<file path="src/rtl/core/pbpd_pkg.sv">
// Shared types and constants for the per-band pulse descriptor builder.
// No dependencies; used by every module of the core.
package pbpd_pkg;

  localparam int unsigned BAND_W         = 6;
  localparam int unsigned FREQ_W         = 40;
  localparam int unsigned BAND_COUNT_W   = 7;
  localparam int unsigned LIMIT_W        = 11;
  localparam int unsigned CFG_IDX_W      = 3;
  localparam int unsigned CFG_DATA_W     = 64;

  localparam int unsigned NUM_BANDS_DEF  = 64;
  localparam int unsigned INDEX_BITS_DEF = 48;
  localparam int unsigned AMP_BITS_DEF   = 16;
  localparam int unsigned COUNT_BITS_DEF = 16;

  localparam logic [BAND_COUNT_W-1:0] BAND_COUNT_RST = 7'd64;

  typedef enum logic [1:0] {
    ST_OK    = 2'd0,
    ST_BAND  = 2'd1,
    ST_ORDER = 2'd2
  } status_e;

  typedef enum logic {
    KIND_SAMPLE = 1'b0,
    KIND_FLUSH  = 1'b1
  } kind_e;

  typedef enum logic [CFG_IDX_W-1:0] {
    CFG_BAND_COUNT  = 3'd0,
    CFG_THRESHOLD   = 3'd1,
    CFG_MAX_GAP     = 3'd2,
    CFG_MIN_SAMPLES = 3'd3,
    CFG_MAX_WIDTH   = 3'd4
  } cfg_idx_e;

  typedef struct packed {
    kind_e              kind;
    status_e            status;
    logic [BAND_W-1:0]  band;
  } item_ctl_t;

endpackage

</file>
<file path="src/rtl/core/pbpd_front.sv">
// Front end: takes input transfers, checks the band range, queues items.
// Depends on pbpd_pkg.
module pbpd_front import pbpd_pkg::*; #(
  parameter int unsigned NUM_BANDS  = NUM_BANDS_DEF,
  parameter int unsigned INDEX_BITS = INDEX_BITS_DEF,
  parameter int unsigned AMP_BITS   = AMP_BITS_DEF
) (
  input  logic                    clk_i,
  input  logic                    rst_ni,
  input  logic                    in_valid_i,
  output logic                    in_ready_o,
  input  logic                    kind_i,
  input  logic [BAND_W-1:0]       band_i,
  input  logic [INDEX_BITS-1:0]   sample_index_i,
  input  logic [AMP_BITS-1:0]     amplitude_i,
  input  logic [FREQ_W-1:0]       frequency_i,
  input  logic [BAND_COUNT_W-1:0] band_count_i,
  output logic                    q_valid_o,
  input  logic                    q_ready_i,
  output item_ctl_t               q_ctl_o,
  output logic [INDEX_BITS-1:0]   q_index_o,
  output logic [AMP_BITS-1:0]     q_amp_o,
  output logic [FREQ_W-1:0]       q_freq_o
);

  item_ctl_t             ctl_q  [2];
  logic [INDEX_BITS-1:0] idx_q  [2];
  logic [AMP_BITS-1:0]   amp_q  [2];
  logic [FREQ_W-1:0]     freq_q [2];
  logic                  wr_ptr_q, rd_ptr_q;
  logic [1:0]            cnt_q;
  logic                  push, pop;
  logic [LIMIT_W-1:0]    limit, band_ext;
  item_ctl_t             ctl_in;

  always_comb begin
    limit    = (band_count_i == '0) ? LIMIT_W'(NUM_BANDS) : LIMIT_W'(band_count_i);
    band_ext = LIMIT_W'(band_i);
    ctl_in.kind   = kind_e'(kind_i);
    ctl_in.band   = band_i;
    ctl_in.status = ((band_ext >= limit) || (band_ext >= LIMIT_W'(NUM_BANDS))) ? ST_BAND : ST_OK;
  end

  assign in_ready_o = (cnt_q != 2'd2);
  assign q_valid_o  = (cnt_q != 2'd0);
  assign push       = in_valid_i && in_ready_o;
  assign pop        = q_valid_o && q_ready_i;

  assign q_ctl_o   = ctl_q[rd_ptr_q];
  assign q_index_o = idx_q[rd_ptr_q];
  assign q_amp_o   = amp_q[rd_ptr_q];
  assign q_freq_o  = freq_q[rd_ptr_q];

  always_ff @(posedge clk_i or negedge rst_ni) begin
    if (!rst_ni) begin
      wr_ptr_q <= 1'b0;
      rd_ptr_q <= 1'b0;
      cnt_q    <= 2'd0;
    end else begin
      if (push) wr_ptr_q <= ~wr_ptr_q;
      if (pop)  rd_ptr_q <= ~rd_ptr_q;
      if (push && !pop)      cnt_q <= cnt_q + 2'd1;
      else if (pop && !push) cnt_q <= cnt_q - 2'd1;
    end
  end

  always_ff @(posedge clk_i) begin
    if (push) begin
      ctl_q[wr_ptr_q]  <= ctl_in;
      idx_q[wr_ptr_q]  <= sample_index_i;
      amp_q[wr_ptr_q]  <= amplitude_i;
      freq_q[wr_ptr_q] <= frequency_i;
    end
  end

endmodule

</file>
<file path="config.mk">
export PLATFORM = sky130hd
export DESIGN_NAME = pbpd_front
export DESIGN_NICKNAME = d
export VERILOG_FILES = /design/src/rtl/core/pbpd_pkg.sv /design/src/rtl/core/pbpd_front.sv
export SDC_FILE = /design/constraint.sdc
export NUM_CORES = 1
export LEC_CHECK = 0
export BUFFER_PORTS_ARGS = -buffer_cell sky130_fd_sc_hd__buf_2
export CAP_MARGIN = 20
export CORE_MARGIN = 3
export CORE_UTILIZATION = 45
export DETAILED_ROUTE_END_ITERATION = 10
export GPL_ROUTABILITY_DRIVEN = 1
export PLACE_DENSITY = 0.7
export RECOVER_POWER = 100
export SLEW_MARGIN = 40
export SYNTH_ARGS = -nofsm -noshare
export SYNTH_HDL_FRONTEND = slang
export SYNTH_SLANG_ARGS = --single-unit
</file>
<file path="constraint.sdc">
create_clock -name clk_i -period 7.7 [get_ports clk_i]
set_clock_uncertainty 0.15 [all_clocks]
set_input_delay 0.77 -clock clk_i [delete_from_list [all_inputs] [get_ports clk_i]]
set_output_delay 0.77 -clock clk_i [all_outputs]
set_load 0.1 [all_outputs]
</file>
# After elaboration in Yosys (flattened, before gate mapping)
# Memories as Yosys holds them, arrays and structs flattened.
# Cells that the tools add are included.
# word_totals
out_inout_bits	115
latch_bits	0
register_bits	4
mem_bits_rw	224
word_cells	28
n_memories	4
mem_bits_ro	0
# op_classes
bitwise	2
reduce_logical	9
add_sub_neg	2
n_mul	0
magnitude_cmp	1
n_shift	0
muxes	6
n_div	0
n_eq_ne	1
# memory_table
memory	words	width	rd	rd_ports_with_merged_regs	write_ports	line_no	source
idx_q	2	48	1	0	1	pbpd_front.sv:27	logic [INDEX_BITS-1:0] idx_q [2];
freq_q	2	40	1	0	1	pbpd_front.sv:29	logic [FREQ_W-1:0] freq_q [2];
amp_q	2	16	1	0	1	pbpd_front.sv:28	logic [AMP_BITS-1:0] amp_q [2];
ctl_q	2	8	1	0	1	pbpd_front.sv:26	item_ctl_t ctl_q [2];
# ops
cell	count
greater-or-equal comparator 6 x 7 -> 1 bit	1
logical NOT 7 bit	1
two-way mux 7 bit	1
logical AND 1 bit	4
two-way mux 2 bit	2
nonzero test 2 bit	2
two-way mux 1 bit	3
adder 2 x 1 -> 2 bit, second input constant	1
logical NOT 1 bit	2
!= test 2 bit, second input constant	1
NOT 1 bit	2
subtractor 2 x 1 -> 2 bit, second input constant	1

# Depth between registers and ports, before layout
# Gate-level depths: netlist of the first run.
# depth
depth_word	6
depth_mapped	7
mapped_depth_nobuf	7

# Worst setup path before layout of the first run
# Ideal clock, no wire load.
# synth_path
kind	reg2reg
from	reg cnt_q[0]
to	mem amp_q[0][0] (netlist name), enable pin
stages_incl_launch_ff	4
setup_time_ns	0.585
arrival_time_ns	6.152
t_required_ns	6.965
n_path_buf	0
setup_slack_ns	0.814
period_less_slack_ns	6.886
path_cell_list	dfrtp_1 -> nand2b_1 -> nand2_1 -> nor2_1
# synth_via
elab_chain_len	4
# synth_rtl
item	line_no	source
start: declaration	pbpd_front.sv:31	logic [1:0] cnt_q;
start signal: assignment	pbpd_front.sv:62	if (push && !pop) cnt_q <= cnt_q + 2'd1;
start signal: assignment	pbpd_front.sv:63	else if (pop && !push) cnt_q <= cnt_q - 2'd1;
!= test 2 bit	pbpd_front.sv:44	assign in_ready_o = (cnt_q != 2'd2);
net in_ready_o	pbpd_front.sv:11	output logic in_ready_o,
logical AND 1 bit	pbpd_front.sv:46	assign push = in_valid_i && in_ready_o;
two-way mux 1 bit	pbpd_front.sv:68	if (push) begin
two-way mux 1 bit (implied by the code)	pbpd_front.sv:71	amp_q[wr_ptr_q] <= amplitude_i;
end: declaration	pbpd_front.sv:28	
# The timed path passes the listed nets, and every way through them passes these cells.

# Worst setup path after layout of the first run
# layout_path
from	reg cnt_q[0]
to	mem idx_q[0][0] (netlist name), enable pin
# layout_via
elab_chain_len	4
# layout_rtl
item	line_no	source
!= test 2 bit	pbpd_front.sv:44	
logical AND 1 bit	pbpd_front.sv:46	
two-way mux 1 bit	pbpd_front.sv:68	
two-way mux 1 bit (implied by the code)	pbpd_front.sv:70	idx_q[wr_ptr_q] <= sample_index_i;
end: declaration	pbpd_front.sv:27	
# Every way passes these cells.

==> flow_summary_export.csv, run 1 <==
group,metric,value,unit
run_status,status,"finished with violations",
run_status,violations,"max-capacitance violations, max-slew violations",
route,wl,16.3,mm
clocking,cts_buffer_depth,3,
clocking,h-tree-depth,1,
clocking,postCtsSetupRepairBufs,0,
worst_hold_path,hp-class,"input pin to flip-flop",
global_routing,antenna_found_initial,0,
sta,min_period_over_period,66.8,%
route,drt_iter0_markers,199,
yosys,synthCells,392,
sta,worstMarginPinSlew,3.12,ns
clocking,ctsResizeCount,0,
setup_path,arrival,5.17,ns
clocking,cts_made_buffers,25,
yosys,synth_nets,521,
setup_path,crit_cells,6,
yosys,ys_types,26,
yosys,synth_warnings,0,
global_routing,first_global_vias,4834,
finish,final_nets,776,
sta,fmax,0.194,GHz
die,num_io_pins,237,
global_routing,overflow,0,
die,core-area,0.0189,mm2
clocking,cts.sinks,228,
placement,gp_congestion,0.752,
clocking,path_clk_slew,0.06,ns
placement,dpl.hpwl,11.0,mm
placement,portBuffers,235,
setup_path,critPathMaxStageDelay,2.20,ns
clocking,hold_buffers,1,
setup_path,cp_cell_sequence,"nand2b_1 > nand2_1 > nor2_4 > clkbuf_1 > clkbuf_1 > buf_12",
setup_path,path_common_cell,"clkbuf_1",
yosys,yosysSeqAreaShare,78.1,%
setup_path,r2r_start,"cnt_q[0]",
sta,slew_viol_final,182,
setup_path,reg2reg_slack,2.56,ns
yosys,ys_seq_elements,228,
sta,min_period,5.14,ns
die,rows,50,
global_routing,grt_pass1_wl,25.5,mm
die,die_y,145,um
clocking,clk_latency,0.49,ns
sta,rsz0062_at_grt,"no",
setup_path,path_buf_inv,3,
setup_path,crit_path_start,"cnt_q[0]",
route,wire_per_inst,17.6,um
setup_path,cp-start-kind,"flip-flop",
setup_path,worstPathRequired,7.73,ns
finish,nFillCells,1569,
global_routing,grt_max_degree,65,
setup_path,cp_slowest_cell,"clkbuf_1",
clocking,cts_root_buf,"clkbuf_16",
setup_path,endpoint_kind,"flip-flop",
setup_path,cp_top_family,"buffers and inverters",
global_routing,grt.total_usage,14.9,%
die,dieArea,0.0211,mm2
die,die_x,145,um
route,num_vias,4455,
sta,setup_viol,0,
clocking,cts_tree,"built",
route,first_pass_iters,5,
setup_path,rr_endpoint,"idx_q[0][0]",
setup_path,r2r_cells,6,
die,start_util,46.3,%
setup_path,critical_path_class,"flip-flop to flip-flop",
sta,slew_headroom,-108,%
yosys,syn_avg_cell_area,22.3,um2
setup_path,crit_fanout,54,
yosys,syn_area,0.00874,mm2
route,postRouteAntennaNets,0,
setup_path,crit_end,"idx_q[0][0]",
route,vias_per_cell,4.83,
sta,setup_tns,0,ns
finish,area_growth,22.7,%
sta,report.final.hold_viol_count,0,
finish,antenna_cells,0,
route,drcViolationCount,0,
job,max_cap_violations,4,
finish,drive_gt1_share,31.4,%
## per-stage QoR
| step | cell area (um2) | std cells | hold slack [ns] | utilization [%] | worst slack (ns) |
|---|---|---|---|---|---|
| final | 10700 | 923 | 0.312 | 56.8 | 2.56 |
| after CTS | 10900 | 921 | 0.290 | 57.9 | 3.82 |
| after detailed placement | 10200 | 877 | 0.331 | 53.9 | 4.36 |
| after global placement | 10200 | 876 | 0.324 | 53.7 | 3.99 |
| after global routing | 10700 | 923 | 0.282 | 56.8 | 2.06 |
| after floorplan | 8740 | 392 | 0.306 | - | 0.814 |
## area by class of cell
| class | count | area [um2] | area share [%] |
|---|---|---|---|
| Clock inverter | 13 | 115 | 1.07 |
| Multi-Input combinational cell | 142 | 1760 | 16.4 |
| Timing Repair Buffer | 243 | 1030 | 9.61 |
| Inverter | 7 | 26.3 | 0.245 |
| Tap cell | 260 | 325 | 3.03 |
| Sequential cell | 228 | 6830 | 63.6 |
| Clock buffer | 30 | 644 | 6.01 |
## cell families (layout without fill, tap and decap cells)
family / count (synthesis) / after routing / synth area share, %
AOI/OAI and AO/OA: 5 / 5 / 0.358
xor gates and xnor gates: 5 / 5 / 0.501
adders and majority gates: 7 / 7 / 1.00
buffers and inverters: 22 / 293 / 1.86
DFF: 228 / 228 / 78.1
muxes: 112 / 112 / 17.4
other: 1 / 1 / 0.0429
and+or+nand+nor: 12 / 12 / 0.687
## layout by cell type (no fill, tap or decap), types with 2 or more instances in the layout
cell type	instances
clkbuf_16	25
xor2_1	2
mux2_4	70
nor2_1	2
clkinv_2	5
dfrtp_1	4
buf_2	57
ha_1	7
buf_12	2
inv_1	7
a21oi_1	2
clkbuf_1	185
clkinv_1	5
edfxtp_1	224
mux2_2	42
bufinv_16	2
nand2_1	3
xnor2_1	3
## worst min-delay path by stage
| stage | endpoint | startpoint | cells after the start | slack, ns |
|---|---|---|---|---|
| floorplan | cnt_q[1] | cnt_q[1] | 1 | 0.31 |
| global placement | cnt_q[1] | cnt_q[1] | 1 | 0.32 |
| detailed placement | cnt_q[1] | cnt_q[1] | 1 | 0.33 |
| CTS | freq_q[0][6] | frequency_i[6] | 1 | 0.29 |
| global route | freq_q[0][6] | frequency_i[6] | 1 | 0.28 |
| finish | freq_q[0][6] | frequency_i[6] | 1 | 0.31 |
## per-layer routing
layer,global-route usage [%],vias up,wire [um]
met5,0,-,0
met4,4.13,0,380
met3,5.73,29,1520
met2,24.9,212,7830
met1,18.3,2162,6540
li1,-,2052,-
## synthesized netlist by cell type, drive strengths merged
library cell,number,area [um2]
edfxtp,224,6730
mux2,112,1520
o21ai,1,5.00
inv,7,26.3
clkbuf,1,3.75
conb,1,3.75
nand2b,1,6.26
nand4,1,6.26
dfrtp,4,100
a21o,1,7.51
nor2b,1,6.26
a221oi,1,8.76
xnor2,3,26.3
ha,7,87.6
or2,1,6.26
buf,14,133
a21oi,2,10.0
nand2,3,11.3
nor2,3,11.3
nor4,1,6.26
and3,1,6.26
xor2,2,17.5
## sequential cells by signal, indices dropped and copies added (netlist names)
register  cells
freq_q       80
cnt_q         2
amp_q        32
ctl_q        16
wr_ptr_q      1
idx_q        96
rd_ptr_q      1
Power of run 1 is left out: the tool's default activity adds up to more than one toggle a clock period on the data nets, which glitch-free logic cannot reach.
==> run 2, diff against run 1 <==
==> constraint.sdc (replaced) <==
create_clock -name clk_i -period 4.9 [get_ports clk_i]
set_clock_uncertainty 0.15 [all_clocks]
set_input_delay 0.49 -clock clk_i [delete_from_list [all_inputs] [get_ports clk_i]]
set_output_delay 0.49 -clock clk_i [all_outputs]
set_load 0.1 [all_outputs]
==> flow_summary_export.csv, run 2 (synthesis gave the netlist of run 1 again) <==
group,metric,value,unit
placement,pre_cts_ws,2.47,ns
die,start_util,46.3,%
sta,rsz0062_at_grt,"no",
clocking,cts_root_buf,"clkbuf_16",
sta,min_period_over_period,78.3,%
placement,gp_congestion,0.781,
finish,final_cell_area,0.0108,mm2
die,die_x,145,um
setup_path,arrival,3.20,ns
die,core-area,0.0189,mm2
clocking,cts.sinks,228,
sta,fmax,0.261,GHz
route,drcViolationCount,0,
finish,reg_top3,"idx_q: 96 flops, freq_q: 80 flops, amp_q: 32 flops",
route,first_pass_iters,4,
finish,final_cell_mix,"224 x edfxtp_1, 161 x clkbuf_1, 84 x buf_2",
job,max_cap_violations,2,
global_routing,overflow,0,
clocking,cts_tree,"built",
worst_hold_path,hp-class,"input pin to flip-flop",
die,rows,50,
clocking,ctsResizeCount,0,
global_routing,grt.total_usage,14.8,%
route,vias_per_cell,4.85,
global_routing,grt_max_degree,57,
sta,slew_viol_final,30,
route,drt_iter0_markers,188,
finish,layout_commonest_cell,"edfxtp_1",
sta,report.final.hold_viol_count,0,
clocking,cts_buffer_depth,3,
global_routing,antenna_found_initial,1,
finish,top_register,"idx_q",
clocking,clk_latency,0.49,ns
sta,min_period,3.84,ns
setup_path,critical_path_class,"flip-flop to primary output",
finish,final_cells,921,
placement,portBuffers,235,
finish,area_growth,23.5,%
clocking,h-tree-depth,1,
sta,setup_ws,1.06,ns
run_status,violations,"max-capacitance violations, max-slew violations",
die,die_y,145,um
sta,worstMarginPinSlew,1.67,ns
route,num_vias,4466,
route,wire_per_inst,17.4,um
placement,dp.cells,879,
clocking,cts_made_buffers,24,
finish,largest_register_ffs,96,
setup_path,crit_fanout,55,
sta,setup_viol,0,
global_routing,grt_pass1_wl,25.3,mm
clocking,postCtsSetupRepairBufs,0,
route,wl,16.0,mm
run_status,status,"finished with violations",
sta,slew_headroom,-11.2,%
finish,drive_gt1_share,35.3,%
finish,final_nets,775,
placement,dpl.hpwl,11.0,mm
setup_path,cp-start-kind,"flip-flop",
clocking,path_clk_slew,0.06,ns
global_routing,first_global_vias,4866,
setup_path,endpoint_kind,"primary output",
die,num_io_pins,237,
sta,setup_tns,0,ns
placement,postPlaceCellArea,0.0102,mm2
setup_path,worstPathRequired,4.26,ns
route,postRouteAntennaNets,0,
die,dieArea,0.0211,mm2
==> run 2: timing repair <==
item | 4_1_cts | 5_1_grt
hold endpoints to repair | 4 | 0
hold buffers | 1 | 0
endpoints found under the setup margin | 0 | 0
==> run 2: critical path, cell delays in order (launching register included) <==
cell and delay [ns]:
dfrtp_1 1.10, buf_12 0.41, mux2_4 0.24, clkbuf_1 0.86
==> run 2: worst paths after layout <==
| path | from | to | slack [ns] | depth (start not counted) |
|---|---|---|---|---|
| setup / recovery | rd_ptr_q | q_index_o[37] | 1.06 | 3 |
| hold / removal | frequency_i[34] | freq_q[1][34] | 0.03 | 1 |
| setup reg to reg | cnt_q[0] | freq_q[1][21] | 1.39 | 3 |
| hold reg to reg | cnt_q[1] | cnt_q[1] | 0.35 | 1 |
| max in group asynchronous | rst_ni | wr_ptr_q | 4.18 | 2 |
| min in group asynchronous | rst_ni | cnt_q[0] | 0.22 | 2 |
==> run 2: layer usage <==
layer / track usage [%] / wire, um
met2: 25.1 / 7830
met4: 4.08 / 383
met3: 5.42 / 1490
met5: 0 / 0
met1: 18.0 / 6290
==> run 2: per-stage QoR <==
stage          hold slack [ns]  util [%]
2_1_floorplan           0.0444         -
3_3_place_gp             0.146      53.9
3_5_place_dp             0.154      54.1
4_1_cts                0.00713      58.2
5_1_grt                0.00598      57.1
6_report                0.0305      57.1
==> run 2: layout make-up <==
class                   instances  area [um2]
well taps                     260         325
clock inverters                 7         113
clock buffers                  33         656
flip-flops and latches        228        6830
diodes                          1        2.50
fillers                      1526        8100
multi-input cells             142        1750
repair buffers                243        1090
inverters                       7        26.3
Power of run 2 is left out for the same reason.
